--- config.mk ---
export PLATFORM = sky130hd
export DESIGN_NAME = gfm_queue
export DESIGN_NICKNAME = d
export VERILOG_FILES = /design/src/hw/rtl/gfm_pkg.sv /design/src/hw/rtl/gfm_queue.sv
export SDC_FILE = /design/constraint.sdc
export NUM_CORES = 1
export LEC_CHECK = 0
export BUFFER_PORTS_ARGS = -buffer_cell sky130_fd_sc_hd__buf_2
export CORE_MARGIN = 5
export CORE_UTILIZATION = 56
export CTS_BUF_LIST = sky130_fd_sc_hd__clkbuf_16
export CTS_CLUSTER_SIZE = 14
export DETAILED_ROUTE_END_ITERATION = 10
export PLACE_DENSITY_LB_ADDON = 0.1
export SETUP_SLACK_MARGIN = 0.05
export SLEW_MARGIN = 20
export SYNTH_ARGS = -nofsm -noshare
export SYNTH_HDL_FRONTEND = slang
export SYNTH_SLANG_ARGS = --single-unit
--- constraint.sdc ---
create_clock -name clk -period 17 [get_ports clk]
set_clock_uncertainty 0.05 [all_clocks]
set_input_delay 0.85 -clock clk [delete_from_list [all_inputs] [get_ports clk]]
set_output_delay 0.85 -clock clk [all_outputs]
set_load 0.02 [all_outputs]
--- src/hw/rtl/gfm_pkg.sv ---
// gfm_pkg: shared types and constants of the gated frequency meter.
// No dependencies; imported by every module of the block.
package gfm_pkg;

    localparam int DATA_W     = 32;
    localparam int FREQ_W     = 40;
    localparam int TIMEOUT_W  = 23;
    localparam int LIMIT_W    = 33;
    localparam int CFG_IDX_W  = 1;

    typedef enum logic [CFG_IDX_W-1:0] {
        REG_GATE_TIME       = 1'b0,
        REG_MISSING_TIMEOUT = 1'b1
    } gfm_reg_t;

    localparam logic [DATA_W-1:0]  GATE_TIME_RESET = 32'd1000000;
    localparam logic [LIMIT_W-1:0] LIMIT_RESET     = 33'd1000000;
    localparam logic [9:0]         US_PER_MS       = 10'd1000;

    // 1e6 us/s times 256 for the Q8 result
    localparam int                 SCALE_W    = 28;
    localparam logic [SCALE_W-1:0] FREQ_SCALE = 28'd256000000;
    localparam int                 NUM_W      = 59;
    localparam int                 QHI_W      = NUM_W - FREQ_W;
    localparam int                 DIV_STEPS  = FREQ_W;
    localparam int                 STEP_CNT_W = 6;

    localparam int QUEUE_DEPTH  = 2;
    localparam int QUEUE_ADDR_W = 1;
    localparam int QUEUE_CNT_W  = 2;

    typedef enum logic [1:0] {
        OP_CLEAR  = 2'd0,
        OP_ZERO   = 2'd1,
        OP_HOLD   = 2'd2,
        OP_DIVIDE = 2'd3
    } gfm_op_t;

    typedef struct packed {
        gfm_op_t           op;
        logic [DATA_W-1:0] raw_count;
        logic [DATA_W-1:0] edge_age_us;
        logic              sig_lost;
        logic [DATA_W-1:0] elapsed;
        logic [DATA_W-1:0] delta;
    } gfm_entry_t;

endpackage

--- src/hw/rtl/gfm_queue.sv ---
// gfm_queue: short FIFO of classified words between front and back.
// Depends on gfm_pkg.
module gfm_queue import gfm_pkg::*;
(
    input  logic       clk,
    input  logic       rst_n,
    input  gfm_entry_t push_entry,
    input  logic       push_valid,
    output logic       push_ready,
    output gfm_entry_t pop_entry,
    output logic       pop_valid,
    input  logic       pop_ready
);

    gfm_entry_t              mem [QUEUE_DEPTH];
    logic [QUEUE_ADDR_W-1:0] wr_ptr_reg, wr_ptr_next;
    logic [QUEUE_ADDR_W-1:0] rd_ptr_reg, rd_ptr_next;
    logic [QUEUE_CNT_W-1:0]  fill_reg,   fill_next;
    logic                    do_push;
    logic                    do_pop;

    assign push_ready = fill_reg != QUEUE_CNT_W'(QUEUE_DEPTH);
    assign pop_valid  = fill_reg != '0;
    assign pop_entry  = mem[rd_ptr_reg];
    assign do_push    = push_valid && push_ready;
    assign do_pop     = pop_valid && pop_ready;

    always_comb
    begin
        wr_ptr_next = do_push ? wr_ptr_reg + 1'b1 : wr_ptr_reg;
        rd_ptr_next = do_pop  ? rd_ptr_reg + 1'b1 : rd_ptr_reg;
        fill_next   = fill_reg + QUEUE_CNT_W'(do_push) - QUEUE_CNT_W'(do_pop);
    end

    always_ff @(posedge clk)
    begin
        if (do_push)
            mem[wr_ptr_reg] <= push_entry;
    end

    always_ff @(posedge clk or negedge rst_n)
    begin
        if (!rst_n)
        begin
            wr_ptr_reg <= '0;
            rd_ptr_reg <= '0;
            fill_reg   <= '0;
        end
        else
        begin
            wr_ptr_reg <= wr_ptr_next;
            rd_ptr_reg <= rd_ptr_next;
            fill_reg   <= fill_next;
        end
    end

endmodule

Word-level counts from Yosys, hierarchy flattened --
Memories as Yosys holds them, arrays and structs flattened. Cells that the tools add are included.
Word-level totals: register bits 4, bits of input ports 135, RAM bits 262, memories 1, output and inout bits 133, word-level logic and storage cells 14
Operators by class: $add $sub $neg 4, reductions and logical operators 3, equality and inequality tests 1, muxes and demuxes 2
Memory list:
- mem | words 2, width 131, read ports 1, clocked after memory_dff 0, wr ports 1, line gfm_queue.sv:15 | gfm_entry_t mem [QUEUE_DEPTH];
Operators with widths (count):
- 1-bit adder (second input constant) | 2
- 2-bit by 1-bit adder with 2-bit output | 1
- 1-bit logical AND | 2
- 1-bit two-way mux | 2
- 2-bit inequality test (second input constant) | 1
- 2-bit nonzero test | 1
- 2-bit by 1-bit subtractor with 2-bit output | 1

Depth between registers and ports, before layout --
Gate-level depths: netlist of the first run.
depth in word-level cells 4, depth in mapped cells 5, gate-level depth less buffers 5

Worst setup path after synthesis of the first run --
No wires, ideal clock.
path type input port to flip-flop, from input port push_valid, to memory mem[0][0] (netlist name), enable pin, cell stages on the path 2, path buffers 0, library setup time 0.623 ns, data required time 16.327 ns, setup slack 9.954 ns, data arrival time 6.373 ns, cell sequence nand2_1 -> nor2_1
Between the ends: cells in the longest elaborated chain, start to end 3
RTL lines:
- from (decl) | line gfm_queue.sv:8 | input logic push_valid,
- 1-bit logical AND | line gfm_queue.sv:25 | assign do_push = push_valid && push_ready;
- 1-bit two-way mux | line gfm_queue.sv:37 | if (do_push)
- 1-bit two-way mux (implied by the code) | line gfm_queue.sv:38 | mem[wr_ptr_reg] <= push_entry;
- to (decl) | line gfm_queue.sv:15
No other way between the ends.

==> reports/results.ini, run 1 <==
[floorplanning]
placementRows=48
num_io_pins=268
die_y_um=144
initial_utilization_pct=57.4
die-area_mm2=0.0206
core_mm2=0.0174
die_x_um=144

[finish]
largest_reg_flops=262
drive_gt1_share_pct=60.3
fill_cells=1128
nets=852
fin_util_pct=70.7
area_growth_pct=23.2

[timing]
fin_crit_sh_pct=23.9
hold_violations=0
whs_ps=88.3
slew_headroom_pct=33.6
rsz0062_at_grt=no
worst_slew_pin_slew_ps=996
finalSetupTns_ps=0
fin_crit_ps=4060
slew_viol_final=0
max_freq_mhz=246
setup_viol=0

[power]
leakage_nw=4.88
ir_drop_v=0.0000999
power_per_cell_area_mw_per_mm2=180
finalPower_mw=2.22

[routing]
drtPass1Iterations=4
ant_nets=0
wl_per_cell_um=19.2
drtIter0Drc=244
drc=0
num_vias=4929
wl_um=18500
viasPerCell=5.13

[critical_path]
reg2regPathDepth=3
start_kind=flip-flop
cp_max_fo=55
crit_type=flip-flop to output pin
worstPathArrival_ps=3160
required_ps=16100
worst_setup_path_end_kind=output pin
worst-r2r-setup-slack_ps=14240
crit-reg2reg-launch=fill_reg[0]$_DFF_PN0_
rr_endpoint=mem[1][7]$_DFFE_PP_

[cts]
post-cts-setup-buffer-count=0
clock_latency_ps=500
cts_root_buf=clkbuf_16
cts-hold-fix-buffers=0
clockBufferDepth=3
h-tree-depth=1
cts_resized=0
cts_tree=yes
clk_pin_slew_ps=60
numClockSinks=266
cts_buffers=27

[yosys]
netlist_instances=430
synth_top_area_share_pct=78.6
ys_seq_area_share_pct=79.6
avgSynthCellArea_um2=23.3
synth.ff_latch_count=266
synth_warnings=0
synth_area_leaders=edfxtp_1, mux2_4, mux2_2, buf_6, dfrtp_1
syn_nets=566
synth_area_leader_cell=edfxtp_1
yosysUniqueCellTypes=20
syn-cell-area_mm2=0.0100

[placement]
numPortBuffers=267
hpwl_um=12900
gp_congestion=0.744

[flow_run]
maxCapViolations=0

[global_route]
antenna_found_initial=3
grt_max_degree=72
grt_overflow=0
grtUsageTotal_pct=17.4
grt_pass1_vias=5360
grt_first_pass_wirelength_um=27700

[hold_path]
hold_path_class=primary input to asynchronous set/reset pin

[status]
status=finished, final reports clean

==> cells in the mapped netlist <==
library cell    n
or2_2           1
mux2_4         80
a211oi_1        1
nor2b_1         1
and3_1          1
nand2b_1        1
nand2_1         2
dfrtp_1         4
buf_8           1
nand3_1         1
edfxtp_1      262
mux2_2         51
buf_2           5
nor2_1          3
ha_1            1
a32oi_1         1
xnor2_1         3
buf_6           9
o21ai_0         1
a21bo_2         1
==> where the power goes <==
| group | total (mW) | switching [mW] | internal, mW |
|---|---|---|---|
| combinational | 0.754 | 0.429 | 0.325 |
| clock | 0.505 | 0.219 | 0.286 |
| sequential | 0.960 | 0.0623 | 0.898 |
==> placed cells by master, fill, tap and decap left out <==
| cell type | synthesis | final |
|---|---|---|
| buf_2 | 5 | 267 |
| edfxtp_1 | 262 | 262 |
| mux2_4 | 80 | 80 |
| mux2_2 | 51 | 51 |
| clkbuf_16 | 0 | 27 |
| inv_1 | 0 | 10 |
| clkinv_2 | 0 | 5 |
| buf_4 | 0 | 4 |
| xnor2_1 | 3 | 3 |
| clkinv_1 | 0 | 3 |
| clkinvlp_4 | 0 | 3 |
| dfrtp_1 | 4 | 3 |
| nor2_1 | 3 | 2 |
| nand2_1 | 2 | 2 |
| diode_2 | 0 | 1 |
| or2_2 | 1 | 1 |
| nand2b_1 | 1 | 1 |
| a21bo_2 | 1 | 1 |
| a32oi_1 | 1 | 1 |
| nor2b_1 | 1 | 1 |
| a211oi_1 | 1 | 1 |
| nand3_1 | 1 | 1 |
| o21ai_0 | 1 | 1 |
| nor2_4 | 0 | 1 |
| and3_4 | 0 | 1 |
| ha_1 | 1 | 1 |
| buf_12 | 0 | 1 |
| dfrtp_4 | 0 | 1 |
==> kinds of logic after synthesis <==
kind of cell	synth area share, %
flip-flops	79.6
multiplexers	17.7
buffers and inverters	1.41
AND/OR/NAND/NOR	0.488
AO/OA/AOI/OAI	0.313
XOR/XNOR	0.263
adder cells (fa/ha/maj)	0.125
==> layout make-up <==
type	instances	area [um2]	area share, %
repair buffers	272	1390	11.3
clock buffers	27	676	5.48
well taps	225	282	2.28
diodes	1	2.50	0.0203
multi-input cells	149	1910	15.5
flip-flops and latches	266	7970	64.7
clock inverters	21	96.3	0.782
==> metrics by stage <==
stage | instances | area [um2] | worst slack (ps)
floorplan | 430 | 10000 | 9950
global placement | 911 | 11500 | 13330
detailed placement | 912 | 11500 | 13430
CTS | 960 | 12300 | 12860
global route | 961 | 12300 | 12750
finish | 961 | 12300 | 12940
==> worst max-delay path, stage by stage, from the launching register on <==
cell and delay, ps:
dfrtp_4 950, buf_12 290, buf_4 800, mux2_2 410, buf_2 160
==> layer usage <==
layer  GRT usage (%)  vias up  part of all wire (%)  routed length, um
li1                -     2292                     -                  -
met1            20.7     2398                    37               6750
met2            30.2      198                    51               9380
met3            5.96       37                    10               1900
met4            5.45        4                   2.3                421
met5               0        -                 0.076                 14
==> worst max path at each step <==
stage | from | endpoint
floorplan | push_valid | mem[0][0]$_DFFE_PP_
global placement | rd_ptr_reg$_DFFE_PN0P_ | pop_entry[120]
detailed placement | rd_ptr_reg$_DFFE_PN0P_ | pop_entry[120]
CTS | rd_ptr_reg$_DFFE_PN0P_ | pop_entry[120]
global route | rd_ptr_reg$_DFFE_PN0P_ | pop_entry[120]
finish | rd_ptr_reg$_DFFE_PN0P_ | pop_entry[121]
No activity file was read; power rests on OpenSTA's default activity.
==> run 2: changes to the inputs <==
--- a/config.mk
+++ b/config.mk
@@ -7,7 +7,7 @@
 export LEC_CHECK = 0
 export BUFFER_PORTS_ARGS = -buffer_cell sky130_fd_sc_hd__buf_2
 export CORE_MARGIN = 5
-export CORE_UTILIZATION = 56
+export CORE_UTILIZATION = 52
 export CTS_BUF_LIST = sky130_fd_sc_hd__clkbuf_16
 export CTS_CLUSTER_SIZE = 14
 export DETAILED_ROUTE_END_ITERATION = 10
==> constraint.sdc (replaced) <==
create_clock -name clk -period 4 [get_ports clk]
set_clock_uncertainty 0.05 [all_clocks]
set_input_delay 0.2 -clock clk [delete_from_list [all_inputs] [get_ports clk]]
set_output_delay 0.2 -clock clk [all_outputs]
set_load 0.02 [all_outputs]
==> run 2 against run 1 <==
  * Via count rose by 13%
  * Register-to-register slack got worse by 12000 ps
  * Sequential cell count stayed put
  * Worst setup slack got worse by 12000 ps
  * Sequential share of layout area decreased by 7.3 points
==> reports/results.ini, run 2 (same netlist as run 1, synthesis figures left out) <==
[status]
status=finished, final reports clean

[critical_path]
reg2regPathDepth=3
crit-reg2reg-launch=fill_reg[0]$_DFF_PN0_
start_kind=flip-flop
worst-r2r-setup-slack_ps=1860
crit_type=flip-flop to output pin
worstPathArrival_ps=2380
cp_max_fo=49
worst_setup_path_end_kind=output pin
required_ps=3750
rr_endpoint=mem[1][61]$_DFFE_PP_

[global_route]
grt_overflow=0
antenna_found_initial=2
grtUsageTotal_pct=18.5
grt_first_pass_wirelength_um=32100
grt_max_degree=69
grt_pass1_vias=5897

[routing]
drc=0
ant_nets=0
drtIter0Drc=246
wl_um=20900
drtPass1Iterations=4
wl_per_cell_um=18.4
viasPerCell=4.89
num_vias=5560

[power]
switching_share_pct=31.7
leakage_nw=5.51
ir_drop_v=0.000481
pwr-share-seq_pct=40.9
p_comb_share_pct=34.1
power_per_cell_area_mw_per_mm2=716
cellInternalPower_mw=6.79
clkPwrFrac_pct=25.0
p_sw_mw=3.16

[timing]
rsz0062_at_grt=no
slew_viol_final=0
finalSetupTns_ps=0
fin_crit_sh_pct=65.9
hold_violations=0
max_freq_mhz=380
worst_slew_pin_slew_ps=927
slew_headroom_pct=38.2
setup_viol=0
finalWorstSetupSlack_ps=1370
fin_crit_ps=2630

[placement]
numPortBuffers=267
dp_slack_ps=1830
gp_congestion=0.732
hpwl_um=12900

[floorplanning]
initial_utilization_pct=53.1
core_mm2=0.0188
placementRows=50
die_x_um=149
die-area_mm2=0.0221
num_io_pins=268
die_y_um=149

[finish]
final_cell_mix=buf_2, edfxtp_1, dlygate4sd3_1
fill_cells=1111
largest_reg_flops=262
area_growth_pct=38.8
drive_gt1_share_pct=51.0
layout_commonest_cell=buf_2
fin_util_pct=73.7
nets=989

[cts]
cts_tree=yes
cts_root_buf=clkbuf_16
clockBufferDepth=3
cts_buffers=28
cts_resized=0
numClockSinks=266
clock_latency_ps=510
h-tree-depth=1
clk_pin_slew_ps=60

[flow_run]
maxCapViolations=0

[hold_path]
hp-start=push_entry[17]
hold_path_end=mem[0][17]$_DFFE_PP_
hold_depth=2
hold_path_class=primary input to flip-flop

[run 2: area by class of cell]
type,instances,area [um2],area share (%)
clock inverter,23,180,1.30
timing repair buffer,408,2770,20.0
clock buffer,29,726,5.23
sequential,266,7970,57.4
antenna,2,5.00,0.0360
tap,260,325,2.34
multi-input combinational,149,1910,13.7
[run 2: how the worst max path moves through the flow]
stage                            from                    to  slack [ps]  cells past startpoint
6_report       rd_ptr_reg$_DFFE_PN0P_          pop_entry[8]        1370                      3
5_1_grt        rd_ptr_reg$_DFFE_PN0P_         pop_entry[10]        1270                      3
2_1_floorplan   fill_reg[0]$_DFF_PN0_   mem[0][0]$_DFFE_PP_         750                      3
4_1_cts        rd_ptr_reg$_DFFE_PN0P_          pop_entry[5]        1330                      3
3_5_place_dp    fill_reg[0]$_DFF_PN0_  mem[1][61]$_DFFE_PP_        1830                      3
3_3_place_gp    fill_reg[0]$_DFF_PN0_  mem[1][61]$_DFFE_PP_        1900                      3
[run 2: through the flow]
stage                     hold slack, ps  instance area, um2  cells  power (mW)
after floorplan                     -146               10000    430        6.49
after CTS                            330               13900   1135        10.0
final                                356               13900   1137        9.95
after global routing                 337               13900   1137        10.4
after global placement             -41.1               11600    948        7.37
after detailed placement           -39.3               11600    948        7.44
[run 2: critical path, cell delays in order (launching register included)]
cell and delay, ps:
dfrtp_4 870, buf_12 400, mux2_2 380, buf_2 160
[run 2: power groups by stage]
stage	logic, mW	registers [mW]	clock network [mW]
6_report	3.39	4.07	2.48
3_3_place_gp	3.28	4.09	0
5_1_grt	3.60	4.13	2.67
4_1_cts	3.43	4.07	2.55
3_5_place_dp	3.31	4.13	0
2_1_floorplan	2.48	4.01	0
[run 2: repair_timing]
item	CTS	global route
buffers inserted	0	0
hold endpoints to repair	268	0
hold buffers	135	0
[run 2: per-layer routing]
layer / global-route usage, % / wire (um) / up-vias
met5: 0 / 0 / -
met4: 4.48 / 349 / 0
met3: 4.94 / 1650 / 26
met2: 32.7 / 10700 / 206
met1: 22.8 / 8130 / 2754
li1: - / - / 2574
==> run 3: changes to the inputs <==
--- a/config.mk
+++ b/config.mk
@@ -5,6 +5,7 @@
 export SDC_FILE = /design/constraint.sdc
 export NUM_CORES = 1
 export LEC_CHECK = 0
+export ABC_AREA = 1
 export BUFFER_PORTS_ARGS = -buffer_cell sky130_fd_sc_hd__buf_2
 export CORE_MARGIN = 5
 export CORE_UTILIZATION = 52
==> constraint.sdc (replaced) <==
create_clock -name clk -period 2.6 [get_ports clk]
set_clock_uncertainty 0.05 [all_clocks]
set_input_delay 0.13 -clock clk [delete_from_list [all_inputs] [get_ports clk]]
set_output_delay 0.13 -clock clk [all_outputs]
set_load 0.02 [all_outputs]
==> run 3 against run 2 <==
  * Register-to-register slack got worse by 960 ps
  * Hold slack got worse by 69 ps
  * Die area decreased by 1.9%
  * Power increased by 53%
  * Largest cell class unchanged
==> reports/results.ini, run 3 <==
[cts]
h-tree-depth=1
clk_pin_slew_ps=60
clock_latency_ps=510
numClockSinks=266
clockBufferDepth=3
cts_buffers=27
cts_root_buf=clkbuf_16
cts_resized=0
cts_tree=yes

[power]
clkPwrFrac_pct=23.5
p_comb_share_pct=36.5
leakage_nw=5.86
p_sw_mw=5.67
cellInternalPower_mw=9.54
finalPower_mw=15.2
ir_drop_v=0.000810
power_per_cell_area_mw_per_mm2=1120
switching_share_pct=37.3
pwr-share-seq_pct=40.0

[yosys]
syn_nets=852
synth.ff_latch_count=266
synth-edff-count=262
synth-main-ff-cell=edfxtp_1
synth_area_leaders=edfxtp_1, nand2_1, buf_6, dfrtp_1, buf_4
synth_common_cells=nand2_1, edfxtp_1, buf_4
synth_warnings=0
yosysUniqueCellTypes=14
ys_seq_area_share_pct=81.3
netlist_instances=716
synth_top_area_share_pct=80.3
avgSynthCellArea_um2=13.7
synth_most_common_cell=nand2_1
async_flop_share_pct=1.50
syn-cell-area_mm2=0.00980
synth_area_leader_cell=edfxtp_1

[finish]
layout_commonest_cell=nand2_1
instances_no_fill=1380
largest_reg_flops=262
final_cell_mix=nand2_1, buf_2, edfxtp_1
area_growth_pct=38.2
drive_gt1_share_pct=28.0
nets=1261
final_area_mm2=0.0135
fin_util_pct=72.6

[global_route]
grt_max_degree=132
grt_overflow=0
grtUsageTotal_pct=20.0
grt_first_pass_wirelength_um=34800
antenna_found_initial=1
grt_pass1_vias=6711

[placement]
dp.cells=1195
hpwl_um=12600
gp_congestion=0.780
numPortBuffers=267
dp_slack_ps=928
dpl-instance-area_mm2=0.0114

[status]
status=finished, final reports clean

[floorplanning]
core_mm2=0.0186
die-area_mm2=0.0217
placementRows=50
die_y_um=147
num_io_pins=268
initial_utilization_pct=52.6
die_x_um=147

[routing]
viasPerCell=4.82
drtIter0Drc=521
drtPass1Iterations=4
num_vias=6653
wl_um=22200
drc=0
wl_per_cell_um=16.1
ant_nets=0

[timing]
finalWorstSetupSlack_ps=405
slew_viol_final=0
setup_viol=0
slew_headroom_pct=57.9
rsz0062_at_grt=no
fin_crit_sh_pct=84.4
whs_ps=287
worst_slew_pin_slew_ps=632
hold_violations=0
max_freq_mhz=456
fin_crit_ps=2200
finalSetupTns_ps=0

[critical_path]
cp_common_cell=nand2_1
crit_type=flip-flop to output pin
required_ps=2420
cp_num_buf_inv=3
cp_slowest_cell=dfrtp_4
slowest_delay_ps=500
start_kind=flip-flop
cp_max_fo=56
worst_setup_path_end_kind=output pin
worstPathArrival_ps=2020
worstPathCellList=inv_4 -> buf_12 -> nand2_1 -> nand2_1 -> buf_2
crit_family=buffers and inverters

[flow_run]
maxCapViolations=0

[hold_path]
hold_path_class=primary input to flip-flop

## run 3: cells by family after synthesis
logic type                 Yosys count  synth area share (%)
and+or+nand+nor                    409                  15.7
DFF                                266                  81.3
buffers and inverters               37                  2.67
AOI/OAI and AO/OA                    2                 0.102
xor gates and xnor gates             1                0.0894
adders and majority gates            1                 0.128
## run 3: area by class of cell
cell class / instances / area (um2)
Sequential cell: 266 / 7970
Fill cell: 1233 / 5100
Timing Repair Buffer: 409 / 2820
Multi-Input combinational cell: 413 / 1600
Clock buffer: 27 / 676
Tap cell: 234 / 293
Clock inverter: 22 / 154
Inverter: 8 / 32.5
Antenna cell: 1 / 2.50
## run 3: path summary, 6_finish.rpt
kind,startpoint,endpoint,slack (ps),cells past startpoint
setup / recovery,rd_ptr_reg$_DFFE_PN0P_,pop_entry[125],400,5
setup reg to reg,fill_reg[1]$_DFF_PN0_,mem[0][88]$_DFFE_PP_,900,4
hold / removal,push_entry[127],mem[0][127]$_DFFE_PP_,290,2
max in group asynchronous,rst_n,rd_ptr_reg$_DFFE_PN0P_,1820,3
hold reg to reg,fill_reg[0]$_DFF_PN0_,fill_reg[0]$_DFF_PN0_,520,1
min in group asynchronous,rst_n,fill_reg[0]$_DFF_PN0_,490,3
## run 3: timing repair
action,4_1_cts,5_1_grt
endpoints found under the hold margin,270,0
setup buffers,0,0
hold buffers,135,0
## run 3: power by group through the flow
stage                     Sequential, mW  Clock, mW  Combinational [mW]
after global routing                6.16       3.87                6.06
final                               6.09       3.58                5.55
after global placement              6.14          0                5.42
after CTS                           6.09       3.67                5.61
after detailed placement            6.17          0                5.43
after floorplan                     6.16          0                3.64
## run 3: worst register-to-register path, stage by stage (launching register included)
cell,delay (ps)
dfrtp_1,440
nand2_4,110
nand2_4,80
nor2_4,120
buf_12,450
## run 3: metal layers
| metal | wire [um] | GRT usage, % |
|---|---|---|
| met3 | 1770 | 4.72 |
| met5 | 0 | 0 |
| met4 | 589 | 6.10 |
| met1 | 8740 | 25.6 |
| met2 | 11100 | 34.2 |
